File: config.mk
export PLATFORM = sky130hd
export DESIGN_NAME = dfl_sqr_stage
export DESIGN_NICKNAME = d
export VERILOG_FILES = /design/src/hw/rtl/dfl_pkg.sv /design/src/hw/rtl/dfl_sqr_stage.sv
export SDC_FILE = /design/constraint.sdc
export NUM_CORES = 2
export LEC_CHECK = 0
export BUFFER_PORTS_ARGS = -buffer_cell sky130_fd_sc_hd__buf_4
export CAP_MARGIN = 0
export CORE_AREA = 2 2 281 283
export DETAILED_ROUTE_END_ITERATION = 16
export DIE_AREA = 0 0 283 285
export SYNTH_ARGS = -nofsm -noshare
export SYNTH_HDL_FRONTEND = slang
export SYNTH_SLANG_ARGS = --single-unit
File: constraint.sdc
create_clock -name i_clk -period 9.8 [get_ports i_clk]
set_input_delay 1.96 -clock i_clk [delete_from_list [all_inputs] [get_ports i_clk]]
set_output_delay 1.96 -clock i_clk [all_outputs]
set_load 0.1 [all_outputs]
File: src/hw/rtl/dfl_pkg.sv
`default_nettype none

package dfl_pkg;

    // Fraction bits of log2, one per squaring stage
    localparam int FRAC_BITS = 28;
    localparam int EXP_W     = 5;
    localparam int MANT_W    = 32;

    // log10(2) in Q0.32, truncated
    localparam logic [31:0] LOG10_2_Q32 = 32'd1292913986;
    localparam logic [31:0] Q16_MAX     = 32'h7FFF_FFFF;

    // Stage counts of each section and of the whole pipeline
    localparam int FRONT_LAT = 5;
    localparam int SCALE_LAT = 3;
    localparam int PIPE_LAT  = FRONT_LAT + FRAC_BITS + SCALE_LAT;

    // Configuration as seen by the datapath
    typedef struct packed {
        logic        fold_mode;
        logic [30:0] floor_value;
        logic [30:0] offset_value;
    } t_cfg;

    // One item in flight through the log2 section
    typedef struct packed {
        logic                 valid;
        logic [EXP_W-1:0]     expo;
        logic [MANT_W-1:0]    mant;
        logic [FRAC_BITS-1:0] frac;
    } t_log_stage;

endpackage

`default_nettype wire

File: src/hw/rtl/dfl_sqr_stage.sv
`default_nettype none

module dfl_sqr_stage (
    input  wire logic                i_clk,
    input  wire logic                i_rst_n,
    input  wire dfl_pkg::t_log_stage i_stage,
    output dfl_pkg::t_log_stage      o_stage
);
    import dfl_pkg::*;

    t_log_stage  r_out;
    logic [63:0] w_sq;
    logic [32:0] w_top;
    logic        w_bit;
    logic [31:0] n_mant;

    // Square the mantissa; an overflow past 2.0 yields a one bit
    assign w_sq   = 64'(i_stage.mant) * 64'(i_stage.mant);
    assign w_top  = w_sq[63:31];
    assign w_bit  = w_top[32];
    assign n_mant = w_bit ? w_top[32:1] : w_top[31:0];

    always_ff @(posedge i_clk) begin
        if (!i_rst_n) begin
            r_out.valid <= 1'b0;
        end else begin
            r_out.valid <= i_stage.valid;
        end
    end

    // Shift the new bit into the fraction
    always_ff @(posedge i_clk) begin
        r_out.expo <= i_stage.expo;
        r_out.mant <= n_mant;
        r_out.frac <= {i_stage.frac[FRAC_BITS-2:0], w_bit};
    end

    assign o_stage = r_out;

endmodule

`default_nettype wire

==> results.json <==
{
  "status": "finished clean",
  "setup_viol": 0,
  "grt_pass1_wl_um": 130500,
  "root_buffer": "clkbuf_16",
  "synth_area_per_cell_sq_um": 9.447,
  "min_period_ns": 9.407,
  "critical_path_arrival_ns": 9.61,
  "min_path_cells": 1,
  "synth-simple-area-share": 0.1102,
  "drcViolationCount": 0,
  "synth-seq-area-share": 0.04280,
  "hold_viol_final": 0,
  "period_share": 0.9599,
  "tns_ns": 0,
  "synth-compound-area-share": 0.04904,
  "critical_path.startpoint_type": "input pin",
  "synth_top_area_share": 0.5129,
  "htree_levels": 3,
  "port_buffers": 132,
  "wl_um": 79250,
  "boundaryPins": 134,
  "clock_path_buffers": 2,
  "grt_pass1_vias": 24212,
  "synth_edf_count": 0,
  "syn_inst": 3268,
  "crit_type": "in -> reg",
  "cts_tree": "built",
  "vias": 21368,
  "ys_warn_count": 0,
  "start_util": 0.3960,
  "wire_per_inst_um": 17.82,
  "die_area_sq_mm": 0.08066,
  "finalNetCount": 4551,
  "syn2layout_area_growth_pct": 9.415,
  "path_clk_slew_ns": 0.06,
  "coreArea_sq_mm": 0.07797,
  "grt_max_degree": 33,
  "synthAdderAreaFrac": 0.6345,
  "synth-xor-area-share": 0.02071,
  "largest_reg_flops": 66,
  "synthFlopType": "dfxtp_1",
  "synth_area_sq_mm": 0.03087,
  "antenna_found_initial": 2,
  "cp_max_fo": 32,
  "rsz0062_at_grt": "no",
  "post-dp-hpwl_um": 67980,
  "n_fill_cell": 7701,
  "fin_util": 0.4332,
  "dieWidth_um": 283,
  "synth_area_leaders": "fa_1 (51%), ha_1 (12%), inv_1 (12%)",
  "holdBufCountCts": 0,
  "synthMuxAreaShare": 0.008470,
  "vias_per_cell": 4.805,
  "antenna_cells": 0,
  "cts-buffers-inserted": 9,
  "async_flop_share": 0,
  "rows": 103,
  "drt_pre_antenna_iters": 5,
  "worstPathRequired_ns": 10.00,
  "holdWs_ns": 1.735,
  "clock.fmax_mhz": 106.3,
  "synth-seq-cells": 66,
  "cts_setup_buffers": 0,
  "syn_nets": 4427,
  "cap_viol_max_count": 0,
  "die_y_um": 285,
  "grt_use_total": 0.2068,
  "antenna_left": 0,
  "hp-class": "in -> reg",
  "yosys.area.top_type": "fa_1",
  "slew_headroom": 0.6446,
  "drtIter0Drc": 1237,
  "endpoint_kind": "flip-flop",
  "slew_violations": 0,
  "drive_above_1_share": 0.08655,
  "cts.sinks": 66,
  "yosysUniqueCellTypes": 71,
  "cts_resized": 0,
  "tightest_slew_ns": 0.5331,
  "synth_top_family_by_area": "adder cells",
  "gp_congestion": 0.8895,
  "grt_overflow": 0
}
critical path, stage by stage:
cell and delay [ns]:
buf_4 0.40, nand2_1 0.15, fa_1 0.59, fa_1 0.57, inv_1 0.07, fa_1 0.53, inv_1 0.07, fa_1 0.50
inv_1 0.05, fa_1 0.57, fa_1 0.43, fa_1 0.50, inv_1 0.05, fa_1 0.47, inv_1 0.04, ha_1 0.40
nand4_1 0.19, nor4_1 0.32, buf_4 0.21, nand4_1 0.09, a31oi_1 0.16, nor3_1 0.07, buf_4 0.17, o211ai_1 0.36
a31oi_1 0.16, xnor2_1 0.19, mux2_2 0.27
synthesized netlist by cell type, drive strengths merged, types with 9 or more instances:
master / instances
and2: 231
nand3: 23
a31o: 12
nand4: 10
ha: 300
nor2b: 9
o21ai: 37
a31oi: 15
a21o: 19
clkbuf: 109
nor2: 62
a21oi: 65
and3: 16
mux2: 17
fa: 791
dfxtp: 66
inv: 982
nand2: 304
xor2: 36
o21bai: 16
xnor2: 37
path summary, 6_finish.rpt:
path,from,end,slack [ns]
setup / recovery,i_stage[38],o_stage[58],0.39
hold / removal,i_stage[24],o_stage[25],1.74
routing by layer:
| metal | wire length (um) | GRT usage |
|---|---|---|
| met2 | 40800 | 0.3760 |
| met4 | 2086 | 0.04880 |
| met5 | 0 | 0 |
| met3 | 3902 | 0.02320 |
| met1 | 32460 | 0.2631 |
logic make-up after synthesis:
| kind of cell | count (synthesis) |
|---|---|
| buffers and inverters | 1099 |
| adders and majority gates | 1091 |
| and+or+nand+nor | 691 |
| AOI/OAI and AO/OA | 224 |
| muxes | 24 |
| xor gates and xnor gates | 73 |
| DFF | 66 |
per-stage QoR:
| stage | instance area (sq um) | instances | worst slack, ns |
|---|---|---|---|
| 2_1_floorplan | 30870 | 3268 | 0.7031 |
| 5_1_grt | 33780 | 4447 | 0.1003 |
| 3_3_place_gp | 33470 | 4431 | 0.1606 |
| 3_5_place_dp | 33470 | 4431 | 0.1450 |
| 4_1_cts | 33780 | 4447 | 0.4774 |
| 6_report | 33780 | 4447 | 0.3929 |
cell usage in the layout, fill, tap and decap left out, drive strengths merged, types with 7 or more instances in the layout:
| master | n |
|---|---|
| a21o | 19 |
| a21oi | 65 |
| a31o | 12 |
| a31oi | 15 |
| and2 | 231 |
| and3 | 16 |
| buf | 229 |
| clkbuf | 10 |
| dfxtp | 66 |
| fa | 791 |
| ha | 300 |
| inv | 982 |
| mux2 | 17 |
| mux2i | 7 |
| nand2 | 304 |
| nand3 | 23 |
| nand4 | 10 |
| nor2 | 62 |
| nor2b | 9 |
| nor3 | 8 |
| o21ai | 37 |
| o21bai | 16 |
| or3 | 8 |
| xnor2 | 37 |
| xor2 | 36 |
layout make-up:
| type | instances | area (sq um) | area share |
|---|---|---|---|
| clock inverter | 6 | 66.31 | 0.001963 |
| tap | 1050 | 1314 | 0.03889 |
| timing repair buffer | 229 | 1744 | 0.05164 |
| inverter | 983 | 3690 | 0.1092 |
| sequential | 66 | 1321 | 0.03912 |
| clock buffer | 10 | 239.0 | 0.007075 |
| multi-input combinational | 2103 | 25400 | 0.7521 |
Power is left out: the tool's default activity adds up to more than one toggle a clock period on the data nets, which glitch-free logic cannot reach.
