`src/hw/rtl/dfl_pkg.sv`:
```
`default_nettype none

package dfl_pkg;

    // Fraction bits of log2, one per squaring stage
    localparam int FRAC_BITS = 28;
    localparam int EXP_W     = 5;
    localparam int MANT_W    = 32;

    // log10(2) in Q0.32, truncated
    localparam logic [31:0] LOG10_2_Q32 = 32'd1292913986;
    localparam logic [31:0] Q16_MAX     = 32'h7FFF_FFFF;

    // Stage counts of each section and of the whole pipeline
    localparam int FRONT_LAT = 5;
    localparam int SCALE_LAT = 3;
    localparam int PIPE_LAT  = FRONT_LAT + FRAC_BITS + SCALE_LAT;

    // Configuration as seen by the datapath
    typedef struct packed {
        logic        fold_mode;
        logic [30:0] floor_value;
        logic [30:0] offset_value;
    } t_cfg;

    // One item in flight through the log2 section
    typedef struct packed {
        logic                 valid;
        logic [EXP_W-1:0]     expo;
        logic [MANT_W-1:0]    mant;
        logic [FRAC_BITS-1:0] frac;
    } t_log_stage;

endpackage

`default_nettype wire

```
`src/hw/rtl/dfl_scale.sv`:
```
`default_nettype none

module dfl_scale (
    input  wire logic                i_clk,
    input  wire logic                i_rst_n,
    input  wire dfl_pkg::t_log_stage i_stage,
    output logic                     o_valid,
    output logic signed [19:0]       o_log_value
);
    import dfl_pkg::*;

    localparam logic [64:0] ROUND_BIAS = 65'd1 << 43;

    logic               r_a_valid, r_b_valid, r_c_valid;
    logic               r_a_neg, r_b_neg;
    logic [32:0]        r_a_mag;
    logic [48:0]        r_b_lo;
    logic [47:0]        r_b_hi;
    logic signed [19:0] r_c_log;

    logic        n_a_neg;
    logic [32:0] n_a_mag;
    logic [48:0] n_b_lo;
    logic [47:0] n_b_hi;
    logic [64:0] w_sum;
    logic [19:0] w_round;

    // Magnitude of log2 in Q.28 and its sign
    always_comb begin
        n_a_neg = (i_stage.expo < 5'd16);
        if (n_a_neg) begin
            n_a_mag = (33'(5'd16 - i_stage.expo) << FRAC_BITS) - 33'(i_stage.frac);
        end else begin
            n_a_mag = (33'(i_stage.expo - 5'd16) << FRAC_BITS) + 33'(i_stage.frac);
        end
    end

    // Split the scale product into two partial products
    assign n_b_lo = 49'(r_a_mag[16:0]) * 49'(LOG10_2_Q32);
    assign n_b_hi = 48'(r_a_mag[32:17]) * 48'(LOG10_2_Q32);

    // Combine, round half away from zero, restore the sign
    assign w_sum   = {r_b_hi, 17'b0} + 65'(r_b_lo) + ROUND_BIAS;
    assign w_round = w_sum[63:44];

    always_ff @(posedge i_clk) begin
        if (!i_rst_n) begin
            r_a_valid <= 1'b0;
            r_b_valid <= 1'b0;
            r_c_valid <= 1'b0;
        end else begin
            r_a_valid <= i_stage.valid;
            r_b_valid <= r_a_valid;
            r_c_valid <= r_b_valid;
        end
    end

    always_ff @(posedge i_clk) begin
        r_a_neg <= n_a_neg;
        r_a_mag <= n_a_mag;
        r_b_neg <= r_a_neg;
        r_b_lo  <= n_b_lo;
        r_b_hi  <= n_b_hi;
        r_c_log <= r_b_neg ? signed'(20'd0 - w_round) : signed'(w_round);
    end

    assign o_valid     = r_c_valid;
    assign o_log_value = r_c_log;

endmodule

`default_nettype wire
```
`config.mk`:
```
export PLATFORM = sky130hd
export DESIGN_NAME = dfl_scale
export DESIGN_NICKNAME = d
export VERILOG_FILES = /design/src/hw/rtl/dfl_pkg.sv /design/src/hw/rtl/dfl_scale.sv
export SDC_FILE = /design/constraint.sdc
export NUM_CORES = 1
export LEC_CHECK = 0
export BUFFER_PORTS_ARGS = -buffer_cell sky130_fd_sc_hd__buf_2
export CORE_MARGIN = 2
export CORE_UTILIZATION = 67
export DETAILED_ROUTE_END_ITERATION = 12
export GPL_TIMING_DRIVEN = 0
export PLACE_DENSITY = 0.86
export SLEW_MARGIN = 20
export SYNTH_ARGS = -nofsm -noshare
export SYNTH_HDL_FRONTEND = slang
export SYNTH_SLANG_ARGS = --single-unit
```
`constraint.sdc`:
```
create_clock -name i_clk -period 12.5 [get_ports i_clk]
set_clock_uncertainty 0.1 [all_clocks]
set_input_delay 1.875 -clock i_clk [delete_from_list [all_inputs] [get_ports i_clk]]
set_output_delay 1.875 -clock i_clk [all_outputs]
set_load 0.02 [all_outputs]
```
==> impl_metrics.py <==
metrics = {
    "synth": {
        "yosys_warnings": 0,
        "yosys.area.top_type": "ha_1",
        "synth_compound_area_frac": 0.1119,
        "synthesis.area_um2": 17560,
        "synthArstFlopShare": 0,
        "synth_top_family_by_area": "adder cells",
        "synthMuxAreaShare": 0.001853,
        "ys_seq_area_frac": 0.1528,
        "synth_top_cell_area_share": 0.2964,
        "syn_inst": 1838,
        "netlist-cell-type-count": 85,
        "synth_edf_count": 0,
        "synth_flop_cell": "dfxtp_1",
        "ys_ff_latch": 134,
        "synthesis.nets": 2500,
        "synth-simple-area-share": 0.09720,
        "synth_xor_area_frac": 0.05487,
        "synth_adder_area_share": 0.4994,
        "synthTopCellsByArea": "ha_1, fa_1, dfxtp_1",
        "syn_avg_cell_area_um2": 9.553,
    },
    "clocking": {
        "postCtsSetupBuffers": 0,
        "cts.htree.levels": 4,
        "worstSkewPairLatency_ns": 0.43,
        "cts_hold_buffers": 0,
        "cts_resized": 0,
        "cts_tree": "done",
        "cts_num_sinks": 134,
        "cts.path.max_buffers": 2,
        "cts_buffers": 17,
        "clkSlewWorstSetupHoldPaths_ns": 0.06,
        "root_buffer": "clkbuf_16",
    },
    "timing": {
        "period_share": 0.5385,
        "fin_crit_ns": 6.731,
        "slew_viol_final": 0,
        "setup_violations": 0,
        "hold_viol_final": 0,
        "fmax_ghz": 0.1486,
        "rsz0062_at_grt": "no",
        "fin_setup_tns_ns": 0,
        "tightest_slew_ns": 0.7454,
        "hold_ws_ns": 0.3398,
        "max_slew_margin": 0.5024,
    },
    "routing": {
        "first_pass_iters": 5,
        "vias_per_cell": 5.878,
        "vias": 13280,
        "drt_iter0_drc": 1022,
        "drt-total-wl_um": 41480,
        "drc": 0,
        "post_drt_wl_per_cell_um": 18.35,
        "drtAntennaViolNets": 0,
    },
    "die": {
        "die_width_um": 165.9,
        "rows": 59,
        "ioPinCount": 89,
        "die_h_um": 165.9,
        "core_um2": 25910,
        "dieArea_um2": 27520,
        "start_util": 0.6776,
    },
    "finish": {
        "instances_no_fill": 2260,
        "most-common-layout-cells": "ha_1, inv_1, fa_1",
        "insertedDiodeCount": 0,
        "final_common_cell": "ha_1",
        "area_delta_synth_final_pct": 7.311,
        "fin_nets": 2574,
        "drive_gt1_frac": 0.06857,
        "fillers": 1752,
    },
    "placed_design": {
        "place_inst": 2228,
        "hpwl_um": 34510,
        "io_buffers": 55,
        "routabilityCongestion": 0.9344,
    },
    "setup_path": {
        "arrival_ns": 6.94,
        "end_kind": "flip-flop",
        "crit_top_cell": "inv_1",
        "cp.required_ns": 12.70,
        "path_max_fanout": 10,
        "criticalPathCategory": "flip-flop to flip-flop",
        "cp-start-kind": "flip-flop",
        "max_stage_delay_ns": 0.69,
        "critical_path.cell_chain": "inv_1 -> ha_1 -> inv_1 -> fa_1 -> ha_1 -> inv_1 -> fa_1 -> inv_1 -> fa_1 -> inv_1 -> fa_1 -> inv_1 -> ha_1 -> and3_1 -> a221o_1 -> a21oi_1 -> nand2_1 -> a211o_1 -> a211oi_1 -> o21ai_1 -> a2111oi_0 -> nor3_1 -> xor2_1",
        "slowest_stage": "dfxtp_1",
    },
    "status": {
        "outcome": "finished, final reports clean",
    },
    "grt": {
        "grt_antenna_before_repair": 0,
        "grt_overflow_total": 0,
        "grt_max_degree": 17,
        "grt_use_total": 0.3094,
        "grt_pass1_wl_um": 68510,
        "grt_pass1_vias": 14210,
    },
    "flow_run": {
        "drv_cap": 0,
    },
    "worst_hold_path": {
        "min_path_type": "flip-flop to flip-flop",
    },
}
-- cell families after synthesis --
logic type | count (synthesis)
adders and majority gates | 594
buffers and inverters | 383
and+or+nand+nor | 333
AOI/OAI and AO/OA | 281
DFF | 134
xor gates and xnor gates | 110
muxes | 3
-- registers in the layout (all words and copies together) (netlist names) --
name,flops
r_b_neg,1
r_b_lo,30
r_a_mag,33
o_valid,1
o_log_value,20
r_b_valid,1
r_b_hi,46
r_a_valid,1
r_a_neg,1
-- layout make-up --
class | count | area [um2] | area share
clock inverters | 15 | 163.9 | 0.008699
inverters | 374 | 1404 | 0.07451
repair buffers | 55 | 275.3 | 0.01461
clock buffers | 17 | 425.4 | 0.02258
well taps | 335 | 419.2 | 0.02225
plain buffers | 9 | 36.28 | 0.001926
flip-flops and latches | 134 | 2683 | 0.1424
multi-input cells | 1321 | 13440 | 0.7131
-- Yosys cell counts (15+ instances only) --
| cell type | count |
|---|---|
| a31oi_1 | 15 |
| nand3_1 | 27 |
| dfxtp_1 | 134 |
| o21ai_0 | 40 |
| nor2_1 | 104 |
| inv_1 | 374 |
| a21oi_1 | 79 |
| xnor2_1 | 57 |
| xor2_1 | 53 |
| fa_1 | 178 |
| a21o_1 | 39 |
| ha_1 | 416 |
| nor3_1 | 35 |
| o21a_1 | 19 |
| nand2_1 | 64 |
-- critical path: cells and delay by family, from the launching register on --
family                   cells  cell delay [ns]
AO/OA/AOI/OAI                6             1.79
XOR/XNOR                     1             0.15
adder cells (fa/ha/maj)      7             3.01
buffers and inverters        6             0.40
flip-flops                   1             0.69
AND/OR/NAND/NOR              3             0.46
-- through the flow --
step / instance area (um2) / utilization / setup slack (ns)
2_1_floorplan: 17560 / - / 6.487
3_3_place_gp: 18250 / 0.7044 / 5.935
3_5_place_dp: 18250 / 0.7044 / 5.842
4_1_cts: 18840 / 0.7272 / 5.819
5_1_grt: 18840 / 0.7272 / 5.356
6_report: 18840 / 0.7272 / 5.769
-- layer usage --
layer | global-route usage | vias up | part of all wire
met1 | 0.3950 | 6318 | 0.42
met3 | 0.06220 | 142 | 0.078
met5 | 0 | - | 0
met2 | 0.5143 | 494 | 0.47
li1 | - | 6330 | -
met4 | 0.1304 | 0 | 0.040
-- path summary, 6_finish.rpt --
path                              from                  to  slack [ns]  cells after the start
setup / recovery   r_a_mag[31]$_DFF_P_  r_b_hi[44]$_DFF_P_        5.77                     23
hold / removal    r_b_valid$_SDFF_PN0_  o_valid$_SDFF_PN0_        0.34                      1
setup reg to reg   r_a_mag[31]$_DFF_P_  r_b_hi[44]$_DFF_P_        5.77                     23
hold reg to reg   r_b_valid$_SDFF_PN0_  o_valid$_SDFF_PN0_        0.34                      1
Power is not shown: default switching activity piles up to over one toggle a cycle in this logic, so the estimate is an artifact.
