## config.mk

```make
export PLATFORM = sky130hd
export DESIGN_NAME = dfl_front
export DESIGN_NICKNAME = d
export VERILOG_FILES = /design/src/hw/rtl/dfl_pkg.sv /design/src/hw/rtl/dfl_front.sv
export SDC_FILE = /design/constraint.sdc
export NUM_CORES = 1
export LEC_CHECK = 0
export ABC_AREA = 1
export BUFFER_PORTS_ARGS = -buffer_cell sky130_fd_sc_hd__buf_2
export CAP_MARGIN = 40
export CORE_AREA = 8 8 147 149
export CTS_CLUSTER_DIAMETER = 30
export DETAILED_ROUTE_END_ITERATION = 16
export DIE_AREA = 0 0 155 157
export PLACE_DENSITY = 0.93
export SLEW_MARGIN = 0
export SYNTH_ARGS = -nofsm -noshare
export SYNTH_HDL_FRONTEND = slang
export SYNTH_SLANG_ARGS = --single-unit
```

## constraint.sdc

```tcl
create_clock -name i_clk -period 4.48 [get_ports i_clk]
set_input_delay 0.224 -clock i_clk [delete_from_list [all_inputs] [get_ports i_clk]]
set_output_delay 0.224 -clock i_clk [all_outputs]
set_load 0.02 [all_outputs]
```

## src/hw/rtl/dfl_pkg.sv

```systemverilog
`default_nettype none

package dfl_pkg;

    // Fraction bits of log2, one per squaring stage
    localparam int FRAC_BITS = 28;
    localparam int EXP_W     = 5;
    localparam int MANT_W    = 32;

    // log10(2) in Q0.32, truncated
    localparam logic [31:0] LOG10_2_Q32 = 32'd1292913986;
    localparam logic [31:0] Q16_MAX     = 32'h7FFF_FFFF;

    // Stage counts of each section and of the whole pipeline
    localparam int FRONT_LAT = 5;
    localparam int SCALE_LAT = 3;
    localparam int PIPE_LAT  = FRONT_LAT + FRAC_BITS + SCALE_LAT;

    // Configuration as seen by the datapath
    typedef struct packed {
        logic        fold_mode;
        logic [30:0] floor_value;
        logic [30:0] offset_value;
    } t_cfg;

    // One item in flight through the log2 section
    typedef struct packed {
        logic                 valid;
        logic [EXP_W-1:0]     expo;
        logic [MANT_W-1:0]    mant;
        logic [FRAC_BITS-1:0] frac;
    } t_log_stage;

endpackage

`default_nettype wire

```

## src/hw/rtl/dfl_front.sv

```systemverilog
`default_nettype none

module dfl_front (
    input  wire logic                i_clk,
    input  wire logic                i_rst_n,
    input  wire logic                i_valid,
    input  wire logic [31:0]         i_sample,
    input  wire dfl_pkg::t_cfg       i_cfg,
    output dfl_pkg::t_log_stage      o_stage
);
    import dfl_pkg::*;

    logic        r_s1_valid, r_s2_valid, r_s3_valid, r_s4_valid;
    logic        r_s1_neg;
    logic [31:0] r_s1_abs;
    logic [31:0] r_s2_mag;
    logic [31:0] r_s3_x;
    logic [31:0] r_s4_x;
    logic [4:0]  r_s4_e;
    t_log_stage  r_out;

    logic [31:0] n_s1_abs;
    logic [32:0] w_sum, w_diff, w_pick;
    logic [31:0] n_s2_mag;
    logic [31:0] w_floor;
    logic [31:0] n_s3_x;
    logic [4:0]  n_s4_e;
    logic [31:0] n_mant;

    // Magnitude of the sample; the most negative code gives 2^31
    assign n_s1_abs = i_sample[31] ? (~i_sample + 32'd1) : i_sample;

    // In fold mode fold around offset, saturate at Q16.16 max
    always_comb begin
        w_sum  = 33'(r_s1_abs) + 33'(i_cfg.offset_value);
        w_diff = 33'(i_cfg.offset_value) - 33'(r_s1_abs);
        if (r_s1_neg || (r_s1_abs >= 32'(i_cfg.offset_value))) begin
            w_pick = w_sum;
        end else begin
            w_pick = w_diff;
        end
        if (!i_cfg.fold_mode) begin
            n_s2_mag = r_s1_abs;
        end else if (w_pick > 33'(Q16_MAX)) begin
            n_s2_mag = Q16_MAX;
        end else begin
            n_s2_mag = w_pick[31:0];
        end
    end

    // Clamp to the floor; a zero floor counts as one LSB
    assign w_floor = (i_cfg.floor_value == 31'd0) ? 32'd1 : 32'(i_cfg.floor_value);
    assign n_s3_x  = (r_s2_mag > w_floor) ? r_s2_mag : w_floor;

    // Find the leading one
    always_comb begin
        n_s4_e = '0;
        for (int i = 0; i < 32; i++) begin
            if (r_s3_x[i]) begin
                n_s4_e = 5'(i);
            end
        end
    end

    // Normalize to Q1.31
    assign n_mant = r_s4_x << (5'd31 - r_s4_e);

    // Advance valid bits
    always_ff @(posedge i_clk) begin
        if (!i_rst_n) begin
            r_s1_valid  <= 1'b0;
            r_s2_valid  <= 1'b0;
            r_s3_valid  <= 1'b0;
            r_s4_valid  <= 1'b0;
            r_out.valid <= 1'b0;
        end else begin
            r_s1_valid  <= i_valid;
            r_s2_valid  <= r_s1_valid;
            r_s3_valid  <= r_s2_valid;
            r_s4_valid  <= r_s3_valid;
            r_out.valid <= r_s4_valid;
        end
    end

    // Advance payload
    always_ff @(posedge i_clk) begin
        r_s1_neg   <= i_sample[31];
        r_s1_abs   <= n_s1_abs;
        r_s2_mag   <= n_s2_mag;
        r_s3_x     <= n_s3_x;
        r_s4_x     <= r_s3_x;
        r_s4_e     <= n_s4_e;
        r_out.expo <= r_s4_e;
        r_out.mant <= n_mant;
        r_out.frac <= '0;
    end

    assign o_stage = r_out;

endmodule

`default_nettype wire

```

==> metrics.txt <==
critical path class reg -> reg; TritonCTS clock tree built; cell at the root of the clock tree sky130_fd_sc_hd__clkbuf_16; post-synthesis cell area 11880 um2; Core Util, Final 0.6934; sequential element share of the synthesized area 0.2966; number of failing hold endpoints at the final stage 0; global-route wire length before repair 51.45 mm; antenna viol nets, final 0; final weighted congestion in routability-driven placement 1.022; Sequential Area 3523 um2; Filler cells 1580; number of search-and-repair iterations in the first detailed-routing pass 8; full die area 24340 um2; area used by multi-input combinational logic 7042 um2; crit path time final 3.380 ns; largest area contributor in the synthesized netlist sky130_fd_sc_hd__dfxtp_1; number of cell rows 51; final setup violation count 0; library cells used by synthesis 55; clk buf depth 2; number of antenna violations at the first check in global routing 0; max-slew headroom at the worst pin 0.3507; clock tree skew after final layout 0.01058 ns; worst hold-check path type in -> reg; Remaining DRCs 0; core region area 19210 um2; Routed Wire Length 32.01 mm; synth-to-layout area growth 12.11%; slew at the pin with the worst max-slew slack 0.9726 ns; required time of the critical path 4.78 ns; final worst path period share 0.7545; R2R Setup Slk 1.10 ns; crit-path max FO 28; leading cell type in the layout, fill and taps excluded sky130_fd_sc_hd__nand2_1; Wirelength per Cell 15.21 um; start point of the worst min-delay path i_sample[26]; Synth async-reset ratio 0; RSZ-0062 raised after global routing no; starting density of the core 0.6185; Mapped Cells 1726; number of max-slew violations in the final report 0; setup_tns 0 ns; total routing usage reported by global routing 0.2592; Yosys top cell area share 0.2966; number of antenna cells inserted 0; clock latency at the later pin of the worst-skew pair 0.44 ns; number of DRC markers after the initial detailed-route iteration 956; warnings from Yosys 0; per-cell via count in the routed design 5.495; H-Tree Depth 4; # resized after CTS 0; top-level port count 164; run status finished, final reports clean; CTS sink count 176; launching element type of the critical path flop; largest net degree at the start of global routing 63; estimated wirelength of the detail-placed design 25.50 mm; Main synth FF type sky130_fd_sc_hd__dfxtp_1; post-synthesis sequential element count 176; count of nets after finishing 2021; worst endpoint data arrival time 3.68 ns; average cell area after synthesis 6.883 um2; clock slew seen by the registers of the worst setup and hold paths 0.07 ns; horizontal extent of the die 155 um; Post-synth EDFFs 0; Synth area leaders sky130_fd_sc_hd__dfxtp_1, sky130_fd_sc_hd__nand2_1, sky130_fd_sc_hd__ha_1; number of buffers added on ports 135; startpoint of the worst-slack reg-to-reg timing path r_s1_abs[14]; crit path capture type flop; total congestion overflow after global routing 0; number of vias in the routed layout 11570; peak ir drop on the vdd network 0.0003096 V; Worst setup startpoint r_s1_abs[14]; maximum capacitance violations 0; leakage dissipation 6.797 nW; share of cells above drive strength 1 0.1223; Die Y-Extent 157 um; TritonCTS buffer count 17; via count of the first global-routing pass 11010; maximum clock frequency 0.2959 GHz; power per standard cell area 498.6 nW/um2; commonest non-fill, non-tap cells in the layout sky130_fd_sc_hd__nand2_1, sky130_fd_sc_hd__inv_1, sky130_fd_sc_hd__nor2_1
-- synthesized netlist by cell type (8+ instances only) --
cell / instances
sky130_fd_sc_hd__mux2i_1: 13
sky130_fd_sc_hd__dfxtp_1: 176
sky130_fd_sc_hd__clkbuf_1: 58
sky130_fd_sc_hd__nor3_1: 24
sky130_fd_sc_hd__o21ai_0: 109
sky130_fd_sc_hd__nand2_1: 332
sky130_fd_sc_hd__nand4_1: 12
sky130_fd_sc_hd__nor4_1: 13
sky130_fd_sc_hd__buf_4: 28
sky130_fd_sc_hd__xor2_1: 78
sky130_fd_sc_hd__a21oi_2: 24
sky130_fd_sc_hd__nand3_1: 49
sky130_fd_sc_hd__nor2_1: 199
sky130_fd_sc_hd__a31oi_1: 9
sky130_fd_sc_hd__inv_1: 225
sky130_fd_sc_hd__xnor2_1: 9
sky130_fd_sc_hd__buf_2: 11
sky130_fd_sc_hd__ha_1: 94
sky130_fd_sc_hd__a21oi_1: 168
sky130_fd_sc_hd__nand2_2: 9
sky130_fd_sc_hd__o21bai_1: 8
-- cell type report --
class,instances,area share
clock inverters,15,0.01494
clock buffers,17,0.03194
inverters,229,0.06510
repair buffers,158,0.06989
flip-flops and latches,176,0.2645
well taps,265,0.02489
multi-input cells,1245,0.5287
-- critical path: stages (launching register included) --
cell	delay (ns)
sky130_fd_sc_hd__dfxtp_1	0.36
sky130_fd_sc_hd__inv_1	0.05
sky130_fd_sc_hd__ha_1	0.40
sky130_fd_sc_hd__inv_1	0.14
sky130_fd_sc_hd__a21oi_1	0.23
sky130_fd_sc_hd__inv_1	0.09
sky130_fd_sc_hd__a21oi_1	0.20
sky130_fd_sc_hd__o31ai_1	0.12
sky130_fd_sc_hd__a221oi_1	0.36
sky130_fd_sc_hd__o21ai_1	0.24
sky130_fd_sc_hd__nand2_1	0.11
sky130_fd_sc_hd__nand2_1	0.06
sky130_fd_sc_hd__xor2_1	0.15
sky130_fd_sc_hd__nand2_1	0.22
sky130_fd_sc_hd__nand2_4	0.12
sky130_fd_sc_hd__inv_6	0.24
sky130_fd_sc_hd__a21oi_1	0.14
-- flip-flops by register name (all words and copies together) (netlist names) --
| signal | cells |
|---|---|
| r_s1_neg | 1 |
| r_s3_x | 32 |
| r_s1_valid | 1 |
| o_stage | 38 |
| r_s4_valid | 1 |
| r_s2_mag | 32 |
| r_s1_abs | 32 |
| r_s4_e | 5 |
| r_s4_x | 32 |
| r_s2_valid | 1 |
| r_s3_valid | 1 |
-- path summary, 6_finish.rpt --
kind,end,cells past startpoint
max,r_s2_mag[10],16
min,r_s1_abs[26],2
max reg2reg,r_s2_mag[10],16
min reg2reg,r_s4_x[0],0
-- metal layers --
metal	up-vias	routed length [um]	GRT usage
li1	5718	-	-
met1	5219	12640	0.2902
met5	-	0	0
met4	0	1338	0.1251
met3	89	2659	0.05429
met2	541	15370	0.4622
-- per-stage QoR --
stage	setup WS, ns	total power [W]	area (um2)	std cells	hold slack [ns]
floorplan	1.927	0.004347	11980	1753	0.2517
detailed placement	1.083	0.005052	12520	2056	0.3128
global route	0.8958	0.007117	13320	2105	0.01014
global placement	1.123	0.004984	12470	2054	0.3145
CTS	1.218	0.006609	13320	2105	0.001640
finish	1.100	0.006640	13320	2105	0.005128
-- where the power goes --
group          total (W)  switching [W]  internal (W)
Sequential       0.00223       0.000229       0.00200
Combinational    0.00288        0.00189      0.000983
Clock            0.00153       0.000682      0.000851
Total            0.00664        0.00280       0.00384
-- logic make-up (layout without fill, tap and decap cells) --
family	count (synthesis)	count (layout)	synth area share
AND/OR/NAND/NOR	645	645	0.2215
AO/OA/AOI/OAI	376	376	0.1848
buffers and inverters	332	419	0.1193
flip-flops	176	176	0.2966
adder cells (fa/ha/maj)	96	96	0.1024
XOR/XNOR	87	87	0.06414
multiplexers	13	13	0.01095
other	1	28	0.0003157
-- what timing repair did --
action                    in CTS  in global routing
hold buffers                  17                  0
buffers inserted               0                  0
hold endpoints to repair      17                  0
Power figures use the tool's default switching activity.
